`src/rtl/pttr_pkg.sv`:
```
`timescale 1ns / 1ps
`default_nettype none
// ----------------------------------------------------------------------------
// Pose to odometry package
// Shared widths, transaction types, the CORDIC arctangent table and the
// constants of the gain compensation.
// ----------------------------------------------------------------------------
package pttr_pkg;

	localparam int POS_W        = 24;
	localparam int ANG_W        = 16;
	localparam int CORDIC_STEPS = 16;
	localparam int DIST_W       = POS_W + 1;
	localparam int DIFF_W       = POS_W + 1;
	localparam int GUARD_BITS   = 16;
	localparam int X_W          = DIFF_W + GUARD_BITS + 3;
	localparam int STEP_W       = $clog2(CORDIC_STEPS);

	localparam int ATAN_LEN   = 24;
	localparam int ATAN_IDX_W = $clog2(ATAN_LEN);
	localparam logic [31:0] ATAN_TURNS [ATAN_LEN] = '{
		32'd536870912, 32'd316933406, 32'd167458907, 32'd85004756,
		32'd42667331,  32'd21354465,  32'd10679838,  32'd5340245,
		32'd2670163,   32'd1335087,   32'd667544,    32'd333772,
		32'd166886,    32'd83443,     32'd41722,     32'd20861,
		32'd10430,     32'd5215,      32'd2608,      32'd1304,
		32'd652,       32'd326,       32'd163,       32'd81
	};

	localparam int          GAIN_W      = 30;
	localparam logic [29:0] GAIN_Q30    = 30'd652032874;
	localparam logic [31:0] SQRT2_Q30   = 32'd1518500250;
	localparam int          LEN_LO_BITS = 20;
	localparam int          UX_W        = X_W - 1;
	localparam int          MUL_A_W     = UX_W - LEN_LO_BITS;
	localparam int          MUL_W       = MUL_A_W + GAIN_W;
	localparam int          SUM_W       = MUL_W + 1;
	localparam int          LEN_SHIFT   = GUARD_BITS + 10;
	localparam int          D_W         = SUM_W - LEN_SHIFT;

	localparam logic [63:0] DIST_MAX64 =
		(((64'd1 << POS_W) - 64'd1) * 64'(SQRT2_Q30) + (64'd1 << 30) - 64'd1) >> 30;
	localparam logic [DIST_W-1:0] DIST_MAX = DIST_W'(DIST_MAX64);

	typedef struct packed {
		logic signed [POS_W-1:0] pos_x;
		logic signed [POS_W-1:0] pos_y;
		logic signed [ANG_W-1:0] heading;
	} pose_t;

	typedef struct packed {
		logic signed [ANG_W-1:0] first_turn;
		logic        [DIST_W-1:0] distance;
		logic signed [ANG_W-1:0] second_turn;
	} odo_t;

	typedef struct packed {
		logic                     start;
		logic signed [DIFF_W-1:0] dx;
		logic signed [DIFF_W-1:0] dy;
	} vec_cmd_t;

	typedef struct packed {
		logic              busy;
		logic              done;
		logic [ANG_W-1:0]  bearing;
		logic [DIST_W-1:0] length;
	} vec_rsp_t;

endpackage
`default_nettype wire

```
`src/rtl/pttr_vector.sv`:
```
`timescale 1ns / 1ps
`default_nettype none
// ----------------------------------------------------------------------------
// Vectoring CORDIC unit
// Turns a displacement into bearing and gain-compensated length, one CORDIC
// step per cycle, then two passes through one shared multiplier.
// ----------------------------------------------------------------------------
module pttr_vector import pttr_pkg::*; (
	input  wire logic     clk,
	input  wire logic     arst_n,
	input  wire vec_cmd_t cmd,
	output vec_rsp_t      rsp
);

	typedef enum logic [4:0] {
		V_IDLE = 5'b00001,
		V_ROT  = 5'b00010,
		V_MHI  = 5'b00100,
		V_MLO  = 5'b01000,
		V_FIN  = 5'b10000
	} vstate_t;

	vstate_t                   state_q;
	logic                      done_q;
	logic                      zero_q;
	logic [STEP_W-1:0]         step_q;
	logic signed [X_W-1:0]     x_q;
	logic signed [X_W-1:0]     y_q;
	logic [31:0]               z_q;
	logic [MUL_W-1:0]          hi_q;
	logic [MUL_W-LEN_LO_BITS-1:0] lo_q;
	logic [ANG_W-1:0]          bearing_q;
	logic [DIST_W-1:0]         length_q;

	logic signed [X_W-1:0] dx_sh;
	logic signed [X_W-1:0] dy_sh;
	logic signed [X_W-1:0] xs;
	logic signed [X_W-1:0] ys;
	logic [31:0]           atan_v;
	logic [UX_W-1:0]       ux;
	logic [MUL_A_W-1:0]    mul_a;
	logic [MUL_W-1:0]      mul_p;
	logic [SUM_W-1:0]      p_sum;
	logic [SUM_W-1:0]      p_rnd;
	logic [D_W-1:0]        d_v;
	logic [31:0]           z_rnd;

	always_comb begin
		dx_sh  = {{(X_W-DIFF_W){cmd.dx[DIFF_W-1]}}, cmd.dx} <<< GUARD_BITS;
		dy_sh  = {{(X_W-DIFF_W){cmd.dy[DIFF_W-1]}}, cmd.dy} <<< GUARD_BITS;
		xs     = x_q >>> step_q;
		ys     = y_q >>> step_q;
		atan_v = ATAN_TURNS[ATAN_IDX_W'(step_q)];
		ux     = x_q[X_W-1] ? '0 : x_q[UX_W-1:0];
		mul_a  = (state_q == V_MHI) ? ux[UX_W-1:LEN_LO_BITS]
		                            : MUL_A_W'(ux[LEN_LO_BITS-1:0]);
		mul_p  = MUL_W'(mul_a) * MUL_W'(GAIN_Q30);
		p_sum  = SUM_W'(hi_q) + SUM_W'(lo_q);
		p_rnd  = p_sum + (SUM_W'(1) << (LEN_SHIFT - 1));
		d_v    = p_rnd[SUM_W-1:LEN_SHIFT];
		z_rnd  = z_q + (32'd1 << (31 - ANG_W));
	end

	always_ff @(posedge clk or negedge arst_n) begin
		if (!arst_n) begin
			state_q <= V_IDLE;
			done_q  <= 1'b0;
		end else begin
			done_q <= (state_q == V_FIN);
			unique case (state_q)
				V_IDLE: begin
					if (cmd.start) begin
						state_q <= (cmd.dx == '0 && cmd.dy == '0) ? V_FIN : V_ROT;
					end
				end
				V_ROT: begin
					if (step_q == STEP_W'(CORDIC_STEPS - 1)) begin
						state_q <= V_MHI;
					end
				end
				V_MHI: state_q <= V_MLO;
				V_MLO: state_q <= V_FIN;
				V_FIN: state_q <= V_IDLE;
				default: state_q <= V_IDLE;
			endcase
		end
	end

	always_ff @(posedge clk) begin
		unique case (state_q)
			V_IDLE: begin
				step_q <= '0;
				zero_q <= (cmd.dx == '0 && cmd.dy == '0);
				if (cmd.dx[DIFF_W-1]) begin
					x_q <= -dx_sh;
					y_q <= -dy_sh;
					z_q <= 32'h8000_0000;
				end else begin
					x_q <= dx_sh;
					y_q <= dy_sh;
					z_q <= '0;
				end
			end
			V_ROT: begin
				step_q <= step_q + STEP_W'(1);
				if (!y_q[X_W-1]) begin
					x_q <= x_q + ys;
					y_q <= y_q - xs;
					z_q <= z_q + atan_v;
				end else begin
					x_q <= x_q - ys;
					y_q <= y_q + xs;
					z_q <= z_q - atan_v;
				end
			end
			V_MHI: hi_q <= mul_p;
			V_MLO: lo_q <= mul_p[MUL_W-1:LEN_LO_BITS];
			V_FIN: begin
				if (zero_q) begin
					bearing_q <= '0;
					length_q  <= '0;
				end else begin
					bearing_q <= z_rnd[31:32-ANG_W];
					length_q  <= (d_v > D_W'(DIST_MAX)) ? DIST_MAX : d_v[DIST_W-1:0];
				end
			end
			default: ;
		endcase
	end

	assign rsp.busy    = !state_q[0];
	assign rsp.done    = done_q;
	assign rsp.bearing = bearing_q;
	assign rsp.length  = length_q;

endmodule
`default_nettype wire

```
`src/rtl/pose_to_odometry_rot_trans_rot.sv`:
```
`timescale 1ns / 1ps
`default_nettype none
// ----------------------------------------------------------------------------
// Pose to rotation-translation-rotation odometry
// Keeps the previous pose and reports first turn, distance and second turn
// for every new pose.
// ----------------------------------------------------------------------------
// Each pose transaction yields exactly one odometry transaction. The first pose
// after reset yields all zeros and goes from acceptance straight to the emit
// state, which loads the output register. A pose that has not moved from the
// previous one skips the CORDIC steps. Every other pose runs sixteen vectoring
// CORDIC steps, one per cycle, then two passes through the shared gain
// multiplier and a final rounding step. pose_ready is low from acceptance until
// the result has moved from the emit state into the output register. A finished
// result waits in the emit state while the output register still holds a result
// that has not been taken. A finished result waits in the output register, so
// the next pose may be accepted before the previous result has been taken.
// ----------------------------------------------------------------------------
module pose_to_odometry_rot_trans_rot import pttr_pkg::*; (
	input  wire logic  clk,
	input  wire logic  arst_n,
	input  wire logic  pose_valid,
	output logic       pose_ready,
	input  wire pose_t pose,
	output logic       odo_valid,
	input  wire logic  odo_ready,
	output odo_t       odo
);

	typedef enum logic [2:0] {
		ST_IDLE = 3'b001,
		ST_WAIT = 3'b010,
		ST_EMIT = 3'b100
	} state_t;

	state_t                  state_q;
	logic                    have_prev_q;
	logic                    odo_valid_q;
	logic signed [POS_W-1:0] last_x_q;
	logic signed [POS_W-1:0] last_y_q;
	logic [ANG_W-1:0]        hprev_q;
	logic [ANG_W-1:0]        hnew_q;
	odo_t                    res_q;
	odo_t                    odo_q;

	vec_cmd_t         vec_cmd;
	vec_rsp_t         vec_rsp;
	logic             accept;
	logic             out_free;
	logic [ANG_W-1:0] t1;
	logic [ANG_W-1:0] t2;

	assign accept   = pose_valid && pose_ready;
	assign out_free = !odo_valid_q || odo_ready;

	always_comb begin
		vec_cmd.start = accept && have_prev_q;
		vec_cmd.dx    = {pose.pos_x[POS_W-1], pose.pos_x} - {last_x_q[POS_W-1], last_x_q};
		vec_cmd.dy    = {pose.pos_y[POS_W-1], pose.pos_y} - {last_y_q[POS_W-1], last_y_q};
		t1            = vec_rsp.bearing - hprev_q;
		t2            = hnew_q - hprev_q - t1;
	end

	pttr_vector u_vector (
		.clk    (clk),
		.arst_n (arst_n),
		.cmd    (vec_cmd),
		.rsp    (vec_rsp)
	);

	always_ff @(posedge clk or negedge arst_n) begin
		if (!arst_n) begin
			state_q     <= ST_IDLE;
			have_prev_q <= 1'b0;
			odo_valid_q <= 1'b0;
			last_x_q    <= '0;
			last_y_q    <= '0;
			hnew_q      <= '0;
		end else begin
			if (state_q == ST_EMIT && out_free) begin
				odo_valid_q <= 1'b1;
			end else if (odo_ready) begin
				odo_valid_q <= 1'b0;
			end
			unique case (state_q)
				ST_IDLE: begin
					if (accept) begin
						have_prev_q <= 1'b1;
						last_x_q    <= pose.pos_x;
						last_y_q    <= pose.pos_y;
						hnew_q      <= pose.heading;
						state_q     <= have_prev_q ? ST_WAIT : ST_EMIT;
					end
				end
				ST_WAIT: begin
					if (vec_rsp.done) begin
						state_q <= ST_EMIT;
					end
				end
				ST_EMIT: begin
					if (out_free) begin
						state_q <= ST_IDLE;
					end
				end
				default: state_q <= ST_IDLE;
			endcase
		end
	end

	always_ff @(posedge clk) begin
		if (state_q == ST_IDLE && accept) begin
			hprev_q <= hnew_q;
			if (!have_prev_q) begin
				res_q <= '0;
			end
		end
		if (state_q == ST_WAIT && vec_rsp.done) begin
			res_q.first_turn  <= t1;
			res_q.distance    <= vec_rsp.length;
			res_q.second_turn <= t2;
		end
		if (state_q == ST_EMIT && out_free) begin
			odo_q <= res_q;
		end
	end

	assign pose_ready = (state_q == ST_IDLE);
	assign odo_valid  = odo_valid_q;
	assign odo        = odo_q;

	a_ready_unit_idle: assert property (@(posedge clk) disable iff (!arst_n)
		pose_ready |-> !vec_rsp.busy)
		else $error("pose accepted while the CORDIC unit is still busy");

	a_done_when_waiting: assert property (@(posedge clk) disable iff (!arst_n)
		vec_rsp.done |-> state_q == ST_WAIT)
		else $error("CORDIC result arrived with no pose waiting for it");

	a_first_pose_direct: assert property (@(posedge clk) disable iff (!arst_n)
		(accept && !have_prev_q) |=> (state_q == ST_EMIT && !vec_rsp.busy))
		else $error("first pose after reset started the CORDIC unit");

	a_start_from_idle: assert property (@(posedge clk) disable iff (!arst_n)
		vec_cmd.start |=> (vec_rsp.busy && state_q == ST_WAIT))
		else $error("CORDIC unit did not take up a started transaction");

endmodule
`default_nettype wire

```
`config.mk`:
```
export PLATFORM = sky130hd
export DESIGN_NAME = pose_to_odometry_rot_trans_rot
export DESIGN_NICKNAME = d
export VERILOG_FILES = /design/src/rtl/pttr_pkg.sv /design/src/rtl/pttr_vector.sv /design/src/rtl/pose_to_odometry_rot_trans_rot.sv
export SDC_FILE = /design/constraint.sdc
export NUM_CORES = 2
export LEC_CHECK = 0
export ABC_CLOCK_PERIOD_IN_PS = 11950
export BUFFER_PORTS_ARGS = -buffer_cell sky130_fd_sc_hd__buf_2
export CAP_MARGIN = 20
export CELL_PAD_IN_SITES_DETAIL_PLACEMENT = 2
export CELL_PAD_IN_SITES_GLOBAL_PLACEMENT = 2
export CORE_ASPECT_RATIO = 0.8
export CORE_MARGIN = 2
export CORE_UTILIZATION = 42
export CTS_CLUSTER_DIAMETER = 30
export CTS_CLUSTER_SIZE = 8
export DETAILED_ROUTE_END_ITERATION = 10
export GPL_TIMING_DRIVEN = 1
export PLACE_DENSITY = 0.93
export SLEW_MARGIN = 20
export SYNTH_ARGS = -nofsm -noshare
export SYNTH_HDL_FRONTEND = slang
export SYNTH_SLANG_ARGS = --single-unit
```
`constraint.sdc`:
```
create_clock -name clk -period 11.95 [get_ports clk]
set_input_delay 1.7925 -clock clk [delete_from_list [all_inputs] [get_ports clk]]
set_output_delay 1.7925 -clock clk [all_outputs]
set_load 0.03 [all_outputs]
```
==> metrics.cfg <==
[clock_tree]
cts_resized = 0
cts_buffers = 120
cts_setup_buffers = 0
cts-hold-fix-buffers = 0
clkLatencyLatePin_ps = 800
cts_sinks = 455
cts_tree = yes
cts-root-buf = clkbuf_16
ctsHtreeMaxLevel = 3
clkSlewWorstSetupHoldPaths_ps = 80
ctsLongestPathBuffers = 3

[placed_design]
post-place-ws_ps = 1700
place_congestion = 0.967
io_buffers = 126
dp_hpwl_mm = 150

[critical_path]
arrival_ps = 11110
critPathCaptureType = register
r2r_start = u_vector.state_q[4]$_DFFE_PN0P_
cp-start-kind = register
reg2reg_to = u_vector.lo_q[26]$_DFFE_PP_
critical_path_class = register to register
max_stage_delay_ps = 840
r2r_setup_slack_ps = 1370
timing.critical_path.mode_cell = fa_1
required_ps = 12480
crit_fanout = 13
cp_slowest_cell = nor2_1
r2r_cells = 29

[logic_synthesis]
yosys.area_share.simple_pct = 12.8
synth_warnings = 0
synth_compound_area_share_pct = 15.1
seq_area_frac_synth_pct = 27.0
synth_flop_cell = edfxtp_1
synth_top_family_by_area = adder cells
yosys.area_share.adder_pct = 24.6
synthesis.nets = 6019
ys_types = 103
syn-cell-area_mm2 = 0.0492
async_reset_ff_share_pct = 16.5
synth_area_per_cell_um2 = 9.55
syn_inst = 5156
synth.mux.area_fraction_pct = 6.95
ys_ff_latch = 455
synthXorXnorAreaFrac_pct = 7.16
synth_edf_count = 380

[routing]
drc = 0
vias_per_cell = 6.46
firstDrtPassIters = 5
drtIter0Drc = 4540
wl_mm = 226
vias = 44611
antenna_left = 0
wire_per_inst_um = 32.7

[worst_hold_path]
hold_path_class = register to register
hold_path.startpoint = res_q[23]$_SDFFCE_PN0P_
whs_path_depth = 0
min_to = odo[23]$_DFFE_PP_

[timing]
setup_viol = 0
fmax_ghz = 0.0945
slew_viol_final = 0
layout_min_cycle_time_ps = 10580
hold_viol_final = 0
period_share_pct = 88.6
max-slew-margin-rel_pct = 21.1
setup_tns_ps = 0
worst_pin_slew_ps = 1170
rsz0062_at_grt = no
fin_ws_ps = 1370
clock_skew_ps = 81.2

[global_route]
antenna_found_initial = 9
grt_pass1_wl_mm = 336
grt.overflow.total = 0
grt_max_degree = 95
grt_util_all_layers_pct = 37.0
grt_pass1_vias = 49902

[layout]
layout-drive-gt1-share_pct = 10.5
syn2layout_area_growth_pct = 12.7
fillers = 11936
fin_util_pct = 47.6
nets = 6117

[die]
die_area_mm2 = 0.120
start_util_pct = 42.3
io-pin-count = 127
fp.dieH_um = 310
die_x_um = 387
rows = 112
core_mm2 = 0.116

[flow_run]
maxCapViolCount = 0

[status]
outcome = complete, no violations

## logic make-up (layout without fill, tap and decap cells)
| logic type | after synthesis | count (layout) |
|---|---|---|
| AO/OA/AOI/OAI | 1177 | 1177 |
| XOR/XNOR | 401 | 401 |
| adder cells (fa/ha/maj) | 795 | 795 |
| buffers and inverters | 811 | 1012 |
| flip-flops | 455 | 455 |
| multiplexers | 221 | 221 |
| other | 0 | 5 |
| AND/OR/NAND/NOR | 1296 | 1296 |
## worst max path at each step
stage                                          startpoint  cells after the start  slack, ps                          end
after floorplan           u_vector.state_q[4]$_DFFE_PN0P_                     30       2810  u_vector.hi_q[46]$_DFFE_PP_
final                     u_vector.state_q[4]$_DFFE_PN0P_                     29       1370  u_vector.lo_q[26]$_DFFE_PP_
after detailed placement  u_vector.state_q[4]$_DFFE_PN0P_                     28       1700  u_vector.hi_q[45]$_DFFE_PP_
after global routing      u_vector.state_q[4]$_DFFE_PN0P_                     29       1230  u_vector.lo_q[25]$_DFFE_PP_
after global placement    u_vector.state_q[4]$_DFFE_PN0P_                     28       2340  u_vector.hi_q[46]$_DFFE_PP_
after CTS                 u_vector.state_q[4]$_DFFE_PN0P_                     30        950  u_vector.lo_q[26]$_DFFE_PP_
## metal layers
metal  GRT usage (%)  share of wire (%)  up-vias
met5               0              0.024        -
met4            18.7                5.5        8
met3            7.08                7.2      797
met2            64.9                 49     2313
met1            43.5                 38    23059
li1                -                  -    18434
## final cells by class
class | count | area [µm²] | share of cell area, %
diodes | 5 | 12.5 | 0.0226
clock buffers | 142 | 3160 | 5.69
clock inverters | 83 | 990 | 1.78
inverters | 625 | 2350 | 4.23
multi-input cells | 3890 | 32800 | 59.2
flip-flops and latches | 455 | 13300 | 24.0
well taps | 1539 | 1930 | 3.47
repair buffers | 162 | 915 | 1.65
## sequential cells by signal (all words and copies together) (netlist names), 3 cells and up
name / cells
res_q: 57
u_vector.z_q: 32
u_vector.y_q: 44
u_vector.lo_q: 32
u_vector.step_q: 4
u_vector.x_q: 44
u_vector.state_q: 5
u_vector.hi_q: 52
last_x_q: 24
u_vector.bearing_q: 16
odo: 57
last_y_q: 24
hnew_q: 16
u_vector.length_q: 25
state_q: 3
hprev_q: 16
## stage by stage
step	instances	instance area [µm²]	hold WS, ps
floorplan	5156	49200	400
global placement	6669	51300	404
detailed placement	6670	51300	408
CTS	6895	55400	397
global route	6896	55500	421
finish	6901	55500	404
## critical path: cells and delay by family (launching register included)
family | cells | cell delay (ps)
fa+ha+maj | 8 | 3800
simple gates | 6 | 2660
compound gates | 8 | 2350
buf+inv | 5 | 810
flops | 1 | 420
xor+xnor | 1 | 150
mux | 1 | 130
## synthesized netlist by cell type, types with 47 or more instances
| cell type | instances | area (µm²) |
|---|---|---|
| clkbuf_1 | 128 | 480 |
| a21oi_1 | 379 | 1900 |
| dfrtp_1 | 73 | 1830 |
| fa_1 | 291 | 5830 |
| mux2i_1 | 93 | 931 |
| xnor2_1 | 246 | 2150 |
| inv_1 | 619 | 2320 |
| xor2_1 | 154 | 1350 |
| a31oi_1 | 47 | 294 |
| nor2_1 | 369 | 1390 |
| nor2b_1 | 47 | 294 |
| mux4_2 | 85 | 1910 |
| ha_1 | 504 | 6310 |
| nand2_1 | 350 | 1310 |
| edfxtp_1 | 380 | 11400 |
| o21ai_0 | 272 | 1360 |
| nand3_1 | 102 | 510 |
| nor3_1 | 68 | 340 |
| a21o_1 | 117 | 878 |
| and2_1 | 79 | 494 |
## layout by cell type, fill, tap and decap left out, types with 67 or more instances in the layout
cell type	instances
nand3_1	102
a21o_1	117
nor3_1	67
fa_1	291
xor2_1	154
xnor2_1	246
inv_1	618
nor2_1	369
a21oi_1	379
and2_1	79
dfrtp_1	73
o21ai_0	271
edfxtp_1	380
mux4_2	85
buf_2	125
mux2i_1	93
ha_1	504
clkbuf_16	121
nand2_1	350
Power is not shown: default switching activity piles up to over one toggle a cycle in this logic, so the estimate is an artifact.
